## src/rtl/tcprr_ram.sv

```systemverilog
module tcprr_ram #(
  parameter int WIDTH = 8,
  parameter int DEPTH = 16
) (
  input  logic                     clk,
  input  logic                     we,
  input  logic [$clog2(DEPTH)-1:0] waddr,
  input  logic [WIDTH-1:0]         wdata,
  input  logic [$clog2(DEPTH)-1:0] raddr,
  output logic [WIDTH-1:0]         rdata
);

  logic [WIDTH-1:0] mem [DEPTH];

  // One write port, registered read
  always_ff @(posedge clk) begin
    if (we) begin
      mem[waddr] <= wdata;
    end
    rdata <= mem[raddr];
  end

endmodule

```

## config.mk

```make
export PLATFORM = sky130hd
export DESIGN_NAME = tcprr_ram
export DESIGN_NICKNAME = d
export VERILOG_FILES = /design/src/rtl/tcprr_ram.sv
export SDC_FILE = /design/constraint.sdc
export NUM_CORES = 1
export LEC_CHECK = 0
export ABC_AREA = 1
export BUFFER_PORTS_ARGS = -buffer_cell sky130_fd_sc_hd__buf_4
export CORE_ASPECT_RATIO = 1.4
export CORE_UTILIZATION = 35
export CTS_CLUSTER_SIZE = 14
export DETAILED_ROUTE_END_ITERATION = 10
export SLEW_MARGIN = 30
export SYNTH_ARGS = -nofsm -noshare
export SYNTH_HDL_FRONTEND = slang
export SYNTH_SLANG_ARGS = --single-unit
```

## constraint.sdc

```tcl
create_clock -name clk -period 3.7 [get_ports clk]
set_input_delay 0.74 -clock clk [delete_from_list [all_inputs] [get_ports clk]]
set_output_delay 0.74 -clock clk [all_outputs]
set_load 0.005 [all_outputs]
```

==> results of run 1 <==
## sequential cells by signal (all words and copies together) (netlist names)
name   count
mem      128
rdata      8
## per-layer routing
metal  up-vias  global-route usage  wire length (µm)
li1       1810                   -                 -
met2       109               0.283              6910
met1      1789               0.171              4960
met3        13              0.0315               633
met4         0              0.0698               233
met5         -                   0                 0
## critical path, stage by stage
cell                      delay (ns)
sky130_fd_sc_hd__buf_4          0.54
sky130_fd_sc_hd__inv_4          0.44
sky130_fd_sc_hd__nand2_1        0.15
sky130_fd_sc_hd__nand2_1        0.08
sky130_fd_sc_hd__nand2_1        0.07
sky130_fd_sc_hd__nand3_1        0.08
sky130_fd_sc_hd__nand3_1        0.17
sky130_fd_sc_hd__nand2_1        0.08
## through the flow
stage | total power, mW | hold slack, ns | instance area [µm²] | util | setup slack [ns]
finish | 3.50 | 0.646 | 6590 | 0.407 | 1.58
floorplan | 1.89 | 0.607 | 5770 | - | 2.01
global route | 3.59 | 0.648 | 6590 | 0.407 | 1.48
detailed placement | 1.97 | 0.649 | 6040 | 0.373 | 1.20
global placement | 1.97 | 0.644 | 6040 | 0.373 | 0.982
CTS | 3.52 | 0.634 | 6580 | 0.407 | 1.63
## cell usage after synthesis
master and number:
sky130_fd_sc_hd__nand2_1 173, sky130_fd_sc_hd__buf_4 4, sky130_fd_sc_hd__nor2_1 17, sky130_fd_sc_hd__dfxtp_1 8, sky130_fd_sc_hd__buf_6 6, sky130_fd_sc_hd__nand3b_1 2
sky130_fd_sc_hd__edfxtp_1 128, sky130_fd_sc_hd__inv_1 100, sky130_fd_sc_hd__buf_1 1, sky130_fd_sc_hd__inv_2 2, sky130_fd_sc_hd__buf_2 13, sky130_fd_sc_hd__nand3_1 97
## final cells by class
type,instances,share of cell area
Sequential cell,136,0.608
Tap cell,199,0.0378
Timing Repair Buffer,25,0.0285
Inverter,102,0.0585
Multi-Input combinational cell,289,0.185
Clock buffer,19,0.0657
Clock inverter,12,0.0167
## power groups by stage
stage	registers, mW	clock network (mW)	logic, mW
2_1_floorplan	1.76	0	0.122
3_3_place_gp	1.77	0	0.205
3_5_place_dp	1.76	0	0.209
4_1_cts	1.73	1.57	0.209
5_1_grt	1.74	1.63	0.230
6_report	1.73	1.56	0.207
## cells by family after synthesis
family                 after synthesis  synth area share
flip-flops                         136             0.694
AND/OR/NAND/NOR                    289             0.210
buffers and inverters              126            0.0952
## worst paths after layout
check	cells after the start	slack, ns	endpoint
hold reg to reg	6	0.66	rdata[4]
setup reg to reg	6	2.62	rdata[1]
setup / recovery	8	1.58	rdata[1]
hold / removal	3	0.65	rdata[3]
==> results.json, run 1 <==
{
  "area_growth_pct": 14.2,
  "detailed_place_hpwl_mm": 7.80,
  "first_global_vias": 3585,
  "final_period_util": 0.572,
  "rows": 55,
  "start_util": 0.357,
  "fin_tns_setup_ns": 0,
  "floorplan.die_area_um2": 17000,
  "synth.cell_area_um2": 5770,
  "report.final.hold_viol_count": 0,
  "worstSetupStartpoint": "raddr[0]",
  "final.min_clock_period_ns": 2.12,
  "grt_max_degree": 66,
  "core-area_um2": 16200,
  "grt_pass1_wl_mm": 19.4,
  "layout_commonest_cell": "sky130_fd_sc_hd__nand2_1",
  "ys_top_cells_by_area": "sky130_fd_sc_hd__edfxtp_1, sky130_fd_sc_hd__nand2_1, sky130_fd_sc_hd__nand3_1",
  "path_type_of_the_worst_min_delay_path": "in2reg",
  "post-cts-setup-buffers": 0,
  "netlist.area_leader.share": 0.667,
  "cts.htree.levels": 4,
  "synth_area_leader_cell": "sky130_fd_sc_hd__edfxtp_1",
  "dpl.cell_count": 751,
  "worstPathMaxFanout": 65,
  "pwr_density_nw_per_um2": 532,
  "tightestPinTransition_ns": 0.887,
  "drc_errors": 0,
  "ys.warnings.count": 0,
  "comb_power_share": 0.059,
  "clk-insertion-delay-late_ns": 0.41,
  "most-common-layout-cells": "sky130_fd_sc_hd__nand2_1, sky130_fd_sc_hd__edfxtp_1, sky130_fd_sc_hd__inv_1, sky130_fd_sc_hd__nand3_1, sky130_fd_sc_hd__buf_4",
  "nNetsFinal": 589,
  "port_buffers": 25,
  "total_cts_buffers": 17,
  "n_antenna_cell": 0,
  "clock_skew_ns": 0.00545,
  "tritoncts": "done",
  "clk_pin_slew_worst_paths_ns": 0.05,
  "synthesized_netlist_cell_count": 551,
  "clk_buf_depth": 2,
  "postRouteAntennaNets": 0,
  "ff_latch_area_um2": 4000,
  "cts_num_sinks": 136,
  "die_w_um": 110,
  "min-delay-start": "raddr[3]",
  "pin_count": 26,
  "die_y_um": 154,
  "detail_route.first_pass.iterations": 4,
  "detail_route.vias_per_cell": 4.76,
  "finalMaxSlewViolations": 0,
  "average_instance_area_after_synthesis_um2": 10.5,
  "drt-wirelength-per-cell_um": 16.3,
  "non_filler_instances": 782,
  "power.sequential.fraction": 0.495,
  "gr-usage-all-layers": 0.155,
  "power.switching_uw": 744,
  "rsz0062_at_grt": "no",
  "globalplace.congestion": 0.775,
  "worst_ir_drop_vdd_uv": 319,
  "drt_first_iter_violations": 264,
  "max_clock_freq_ghz": 0.472,
  "final_setup_violation_count": 0,
  "r2r_start": "mem[5][1]",
  "power_switching_share": 0.212,
  "clock-root-buffer": "sky130_fd_sc_hd__clkbuf_16",
  "maxCapViolCount": 0,
  "internal_power_mw": 2.76,
  "syn_nets": 569,
  "synth-seq-cells": 136,
  "post_route_cells_drive_above_1_share": 0.0909,
  "crit_required_ns": 4.00,
  "endpoint_kind": "register",
  "startpoint_type": "input port",
  "aggregate_routed_wire_length_mm": 12.7,
  "grt_antenna_before_repair": 0,
  "ctsResizeCount": 0,
  "clock_power_share": 0.446,
  "portion_of_the_post_synthesis_area_used_by_sequential_elements": 0.694,
  "multiInputGateArea_um2": 1220,
  "vias": 3721,
  "critical_path_class": "in2reg",
  "cts.hold.buffers_added": 0,
  "run_status": "complete, no violations",
  "fillers": 1525,
  "cp.arrival_ns": 2.42,
  "slew_hr": 0.407,
  "leakage_nw": 2.80,
  "gr-total-overflow": 0,
  "synth_cell_type_count": 12
}
(Power assumes the default switching activity.)
==> run 2: changes to the inputs <==
- ABC_AREA: 1 -> 0
- clock period: 3.7 -> 2 ns (I/O delays scaled with it)
==> results.json, run 2 <==
{
  "vias": 2464,
  "route.met3.wl_um": 434,
  "clock_power_share": 0.455,
  "ctsResizeCount": 0,
  "crit_required_ns": 2.29,
  "hold_slack_ns": 0.296,
  "async_reset_ff_frac": 0,
  "port_buffers": 25,
  "startpoint_type": "register",
  "first_global_vias": 2649,
  "finalMaxSlewViolations": 0,
  "die_w_um": 104,
  "area_growth_pct": 22.5,
  "postRouteAntennaNets": 0,
  "power.switching_mw": 1.40,
  "clk_pin_slew_worst_paths_ns": 0.06,
  "nNetsFinal": 310,
  "fin_tns_setup_ns": 0,
  "portion_of_the_post_synthesis_area_used_by_sequential_elements": 0.778,
  "drt_first_iter_violations": 154,
  "yosys-top-cells-count": "sky130_fd_sc_hd__edfxtp_1, sky130_fd_sc_hd__mux4_2, sky130_fd_sc_hd__a22oi_1",
  "globalplace.congestion": 0.743,
  "synth_cell_type_count": 19,
  "ys.warnings.count": 0,
  "total_cts_buffers": 17,
  "detail_route.vias_per_cell": 4.99,
  "start_util": 0.358,
  "report.final.hold_viol_count": 0,
  "core-area_um2": 14400,
  "synth_edf_count": 128,
  "grt_max_degree": 33,
  "worstPathMaxFanout": 1,
  "clk-insertion-delay-late_ns": 0.41,
  "non_filler_instances": 494,
  "ys_top_cells_by_area": "sky130_fd_sc_hd__edfxtp_1, sky130_fd_sc_hd__mux4_2, sky130_fd_sc_hd__mux4_1",
  "layout_commonest_cell": "sky130_fd_sc_hd__edfxtp_1",
  "grt_antenna_before_repair": 0,
  "largestRegisters": "mem: 128 flops, rdata: 8 flops",
  "power_switching_share": 0.216,
  "final.min_clock_period_ns": 1.43,
  "largest_register_ffs": 128,
  "setup_slack_ns": 0.570,
  "critical_path_max_stage_delay_ns": 0.56,
  "clk_buf_depth": 2,
  "path_type_of_the_worst_min_delay_path": "in2reg",
  "post-cts-setup-buffers": 0,
  "dpl.cell_count": 462,
  "aggregate_routed_wire_length_mm": 10.0,
  "critical_path_class": "reg2reg",
  "synth_area_leader_cell": "sky130_fd_sc_hd__edfxtp_1",
  "tightestPinTransition_ns": 0.455,
  "gr-usage-all-layers": 0.145,
  "die_y_um": 145,
  "detailed_place_hpwl_mm": 6.64,
  "cts.hold.buffers_added": 0,
  "timing.critical_path.cells": "mux4_1 -> a22oi_1 -> nand2_1",
  "dpl_worst_slack_ns": 0.153,
  "routed.top_layer": "met4",
  "comb_power_share": 0.050,
  "synth.cell_area_um2": 5150,
  "tritoncts": "done",
  "pin_count": 26,
  "syn_nets": 247,
  "final_period_util": 0.715,
  "wl_met2_mm": 5.28,
  "clock-root-buffer": "sky130_fd_sc_hd__clkbuf_16",
  "maxCapViolCount": 0,
  "leakage_nw": 2.16,
  "synth-seq-cells": 136,
  "power.sequential.fraction": 0.495,
  "timing.critical_path.max_delay_family": "multiplexers",
  "rsz0062_at_grt": "no",
  "worst_ir_drop_vdd_uv": 457,
  "cts.htree.levels": 4,
  "netlist.area_leader.share": 0.747,
  "n_antenna_cell": 0,
  "post-synth-top-count-cell": "sky130_fd_sc_hd__edfxtp_1",
  "worst_path_max_delay_cell": "sky130_fd_sc_hd__mux4_1",
  "synthesized_netlist_cell_count": 229,
  "worst-r2r-setup-slack_ns": 0.57,
  "floorplan.die_area_um2": 15200,
  "detail_route.first_pass.iterations": 4,
  "final_setup_violation_count": 0,
  "max_clock_freq_ghz": 0.699,
  "endpoint_kind": "register",
  "post_route_cells_drive_above_1_share": 0.344,
  "slew_hr": 0.697,
  "cp.arrival_ns": 1.72,
  "routedLengthMet1_mm": 4.12,
  "drt-wirelength-per-cell_um": 20.3,
  "clock_skew_ns": 0.00788,
  "drc_errors": 0,
  "layout.core_utilization": 0.439,
  "most-common-layout-cells": "sky130_fd_sc_hd__edfxtp_1, sky130_fd_sc_hd__buf_4, sky130_fd_sc_hd__mux4_2, sky130_fd_sc_hd__clkbuf_16, sky130_fd_sc_hd__a22oi_1",
  "run_status": "complete, no violations",
  "gr-total-overflow": 0,
  "average_instance_area_after_synthesis_um2": 22.5,
  "cp.buffers_inverters": 0,
  "pwr_density_nw_per_um2": 1030,
  "registers.top_by_ff_count": "mem",
  "internal_power_mw": 5.08,
  "cts_num_sinks": 136,
  "grt_pass1_wl_mm": 15.6,
  "rows": 52,
  "most_instantiated_flip_flop_cell_in_the_synthesis_netlist": "sky130_fd_sc_hd__edfxtp_1"
}
[run 2: changes by cell type after synthesis, moves of 2 or more]
| cell | previous run | this run |
|---|---|---|
| sky130_fd_sc_hd__nand2_1 | 173 | 9 |
| sky130_fd_sc_hd__inv_2 | 2 | 0 |
| sky130_fd_sc_hd__inv_1 | 100 | 0 |
| sky130_fd_sc_hd__nand3_1 | 97 | 1 |
| sky130_fd_sc_hd__buf_2 | 13 | 3 |
| sky130_fd_sc_hd__buf_6 | 6 | 3 |
| sky130_fd_sc_hd__nand2b_1 | 0 | 2 |
| sky130_fd_sc_hd__a22oi_1 | 0 | 16 |
| sky130_fd_sc_hd__buf_4 | 4 | 1 |
| sky130_fd_sc_hd__mux4_1 | 0 | 14 |
| sky130_fd_sc_hd__nor3_1 | 0 | 4 |
| sky130_fd_sc_hd__nor2_1 | 17 | 13 |
| sky130_fd_sc_hd__clkdlybuf4s25_2 | 0 | 3 |
| sky130_fd_sc_hd__mux4_2 | 0 | 18 |
[run 2: per-layer routing]
| layer | track usage | up-vias |
|---|---|---|
| met4 | 0.0629 | 0 |
| met1 | 0.178 | 1281 |
| li1 | - | 1102 |
| met5 | 0 | - |
| met2 | 0.237 | 70 |
| met3 | 0.0421 | 11 |
[run 2: stage by stage]
stage | area, µm² | total power, mW
5_1_grt | 6310 | 6.68
6_report | 6310 | 6.47
3_3_place_gp | 5740 | 3.59
2_1_floorplan | 5150 | 3.42
4_1_cts | 6310 | 6.54
3_5_place_dp | 5740 | 3.59
[run 2: logic make-up (layout without fill, tap and decap cells)]
logic type,Yosys count,in the layout,share of synthesized area
compound gates,16,16,0.0233
buf+inv,10,86,0.0168
flops,136,136,0.778
mux,32,32,0.150
simple gates,35,35,0.0318
[run 2: power by group through the flow]
stage	Combinational, mW	Sequential, mW	Clock [mW]
final	0.321	3.20	2.95
after CTS	0.328	3.21	3.00
after global routing	0.350	3.21	3.12
after global placement	0.322	3.26	0
after detailed placement	0.327	3.27	0
after floorplan	0.162	3.26	0
[run 2: worst paths after layout]
path,startpoint,to,cells past startpoint
setup / recovery,mem[5][1],rdata[1],3
hold / removal,wdata[0],mem[2][0],1
setup reg to reg,mem[5][1],rdata[1],3
hold reg to reg,mem[15][1],rdata[1],3
[run 2: cell type report]
cell class	count	area (µm²)
sequential	136	4000
timing repair buffer	54	443
clock buffer	17	425
tap	189	236
multi-input combinational	83	1060
clock inverter	15	140
fill	1200	8070
==> run 3: changes to the inputs <==
- ABC_AREA: 0 -> 1
- clock period: 2 -> 1.2 ns (I/O delays scaled with it)
==> results.json, run 3 (synthesized netlist as in run 1, its figures left out) <==
{
  "run_status": "complete, no violations",
  "drt-wirelength-per-cell_um": 16.1,
  "grt_pass1_wl_mm": 20.4,
  "crit_required_ns": 0.96,
  "grt_max_degree": 65,
  "vias": 3815,
  "detail_route.first_pass.iterations": 5,
  "largestRegisters": "mem: 128 flops, rdata: 8 flops",
  "report.final.hold_viol_count": 0,
  "clock-root-buffer": "sky130_fd_sc_hd__clkbuf_16",
  "globalRouteMet3Util": 0.0300,
  "total_cts_buffers": 17,
  "slew_hr": 0.791,
  "detail_route.vias_per_cell": 4.71,
  "post_route_cells_drive_above_1_share": 0.137,
  "layout_commonest_cell": "sky130_fd_sc_hd__nand2_1",
  "clock_skew_ns": 0.00731,
  "cp.buffers_inverters": 1,
  "startpoint_type": "register",
  "critical_path_class": "reg2out",
  "max_clock_freq_ghz": 0.907,
  "clk_buf_depth": 2,
  "ctsResizeCount": 0,
  "timing.critical_path.cells": "buf_4",
  "gr-usage-all-layers": 0.162,
  "use_met1": 0.178,
  "pin_count": 26,
  "pwr_density_nw_per_um2": 1610,
  "clk_pin_slew_worst_paths_ns": 0.06,
  "worst-r2r-setup-slack_ns": 0.12,
  "clk-insertion-delay-late_ns": 0.41,
  "detailed_place_hpwl_mm": 8.58,
  "hold_slack_ns": 0.174,
  "cts.htree.levels": 4,
  "gr-total-overflow": 0,
  "met2_usage": 0.293,
  "start_util": 0.357,
  "cts_num_sinks": 136,
  "cp.arrival_ns": 0.86,
  "port_buffers": 25,
  "core-area_um2": 16200,
  "fin_tns_setup_ns": 0,
  "tightestPinTransition_ns": 0.314,
  "design_power_total_mw": 11.0,
  "drc_errors": 0,
  "final_period_util": 0.919,
  "maxCapViolCount": 0,
  "post-cts-setup-buffers": 0,
  "leakage_nw": 2.96,
  "final.min_clock_period_ns": 1.10,
  "n_antenna_cell": 0,
  "worst_ir_drop_vdd_uv": 758,
  "area_growth_pct": 19.1,
  "critical_path_max_stage_delay_ns": 0.34,
  "grt_antenna_before_repair": 0,
  "cts.hold.buffers_added": 0,
  "tritoncts": "done",
  "worst_path_max_delay_cell": "sky130_fd_sc_hd__dfxtp_1",
  "postRouteAntennaNets": 0,
  "final_setup_violation_count": 0,
  "worstPathMaxFanout": 1,
  "gr-max-usage-layer": "met2",
  "registers.top_by_ff_count": "mem",
  "die_w_um": 110,
  "path_type_of_the_worst_min_delay_path": "in2reg",
  "nNetsFinal": 616,
  "floorplan.die_area_um2": 17000,
  "globalplace.congestion": 0.860,
  "rsz0062_at_grt": "no",
  "most-common-layout-cells": "sky130_fd_sc_hd__nand2_1, sky130_fd_sc_hd__edfxtp_1, sky130_fd_sc_hd__inv_1, sky130_fd_sc_hd__nand3_1, sky130_fd_sc_hd__buf_4",
  "timing.critical_path.max_delay_family": "flip-flops",
  "die_y_um": 154,
  "largest_register_ffs": 128,
  "aggregate_routed_wire_length_mm": 13.1,
  "endpoint_kind": "primary output",
  "finalMaxSlewViolations": 0,
  "first_global_vias": 3815,
  "rows": 55,
  "drt_first_iter_violations": 226
}
==> run 3: final timing paths <==
kind                                 start       end  cells past startpoint
worst max-delay path              rdata[0]  rdata[0]                      1
worst min-delay path              raddr[3]  rdata[2]                      3
worst max register to register   mem[5][2]  rdata[2]                      6
worst min register to register  mem[12][5]  rdata[5]                      6
==> run 3: cell type report <==
type                            instances  area (µm²)
Clock buffer                           18         429
Clock inverter                         14         149
Fill cell                            1481        9300
Inverter                              102         383
Multi-Input combinational cell        289        1210
Sequential cell                       136        4000
Tap cell                              199         249
Timing Repair Buffer                   52         440
==> run 3: stage by stage <==
stage	utilization	instance area, µm²	std cells	setup WS (ns)
finish	0.425	6870	810	0.0975
floorplan	-	5770	551	0.00916
CTS	0.425	6870	810	0.0639
global route	0.425	6870	810	0.0370
detailed placement	0.389	6290	778	-0.223
global placement	0.389	6290	778	-0.215
==> run 3: power by group <==
group	leakage [nW]	internal (mW)	switching (mW)
logic	1.47	0.248	0.462
registers	1.22	5.31	0.0318
clock network	0.263	3.06	1.92
==> run 3: routing by layer <==
metal,vias to the layer above,share of wire
met5,-,0
met4,0,0.035
met3,31,0.026
met2,84,0.54
met1,1832,0.40
li1,1868,-
==> run 3: worst reg2reg max path: stages, from the launching register on <==
cell and delay [ns]:
sky130_fd_sc_hd__edfxtp_1 0.35, sky130_fd_sc_hd__inv_1 0.06, sky130_fd_sc_hd__nand2_1 0.04, sky130_fd_sc_hd__nand3_1 0.10
sky130_fd_sc_hd__nand3_1 0.17, sky130_fd_sc_hd__nand3_1 0.17, sky130_fd_sc_hd__nand2_1 0.07
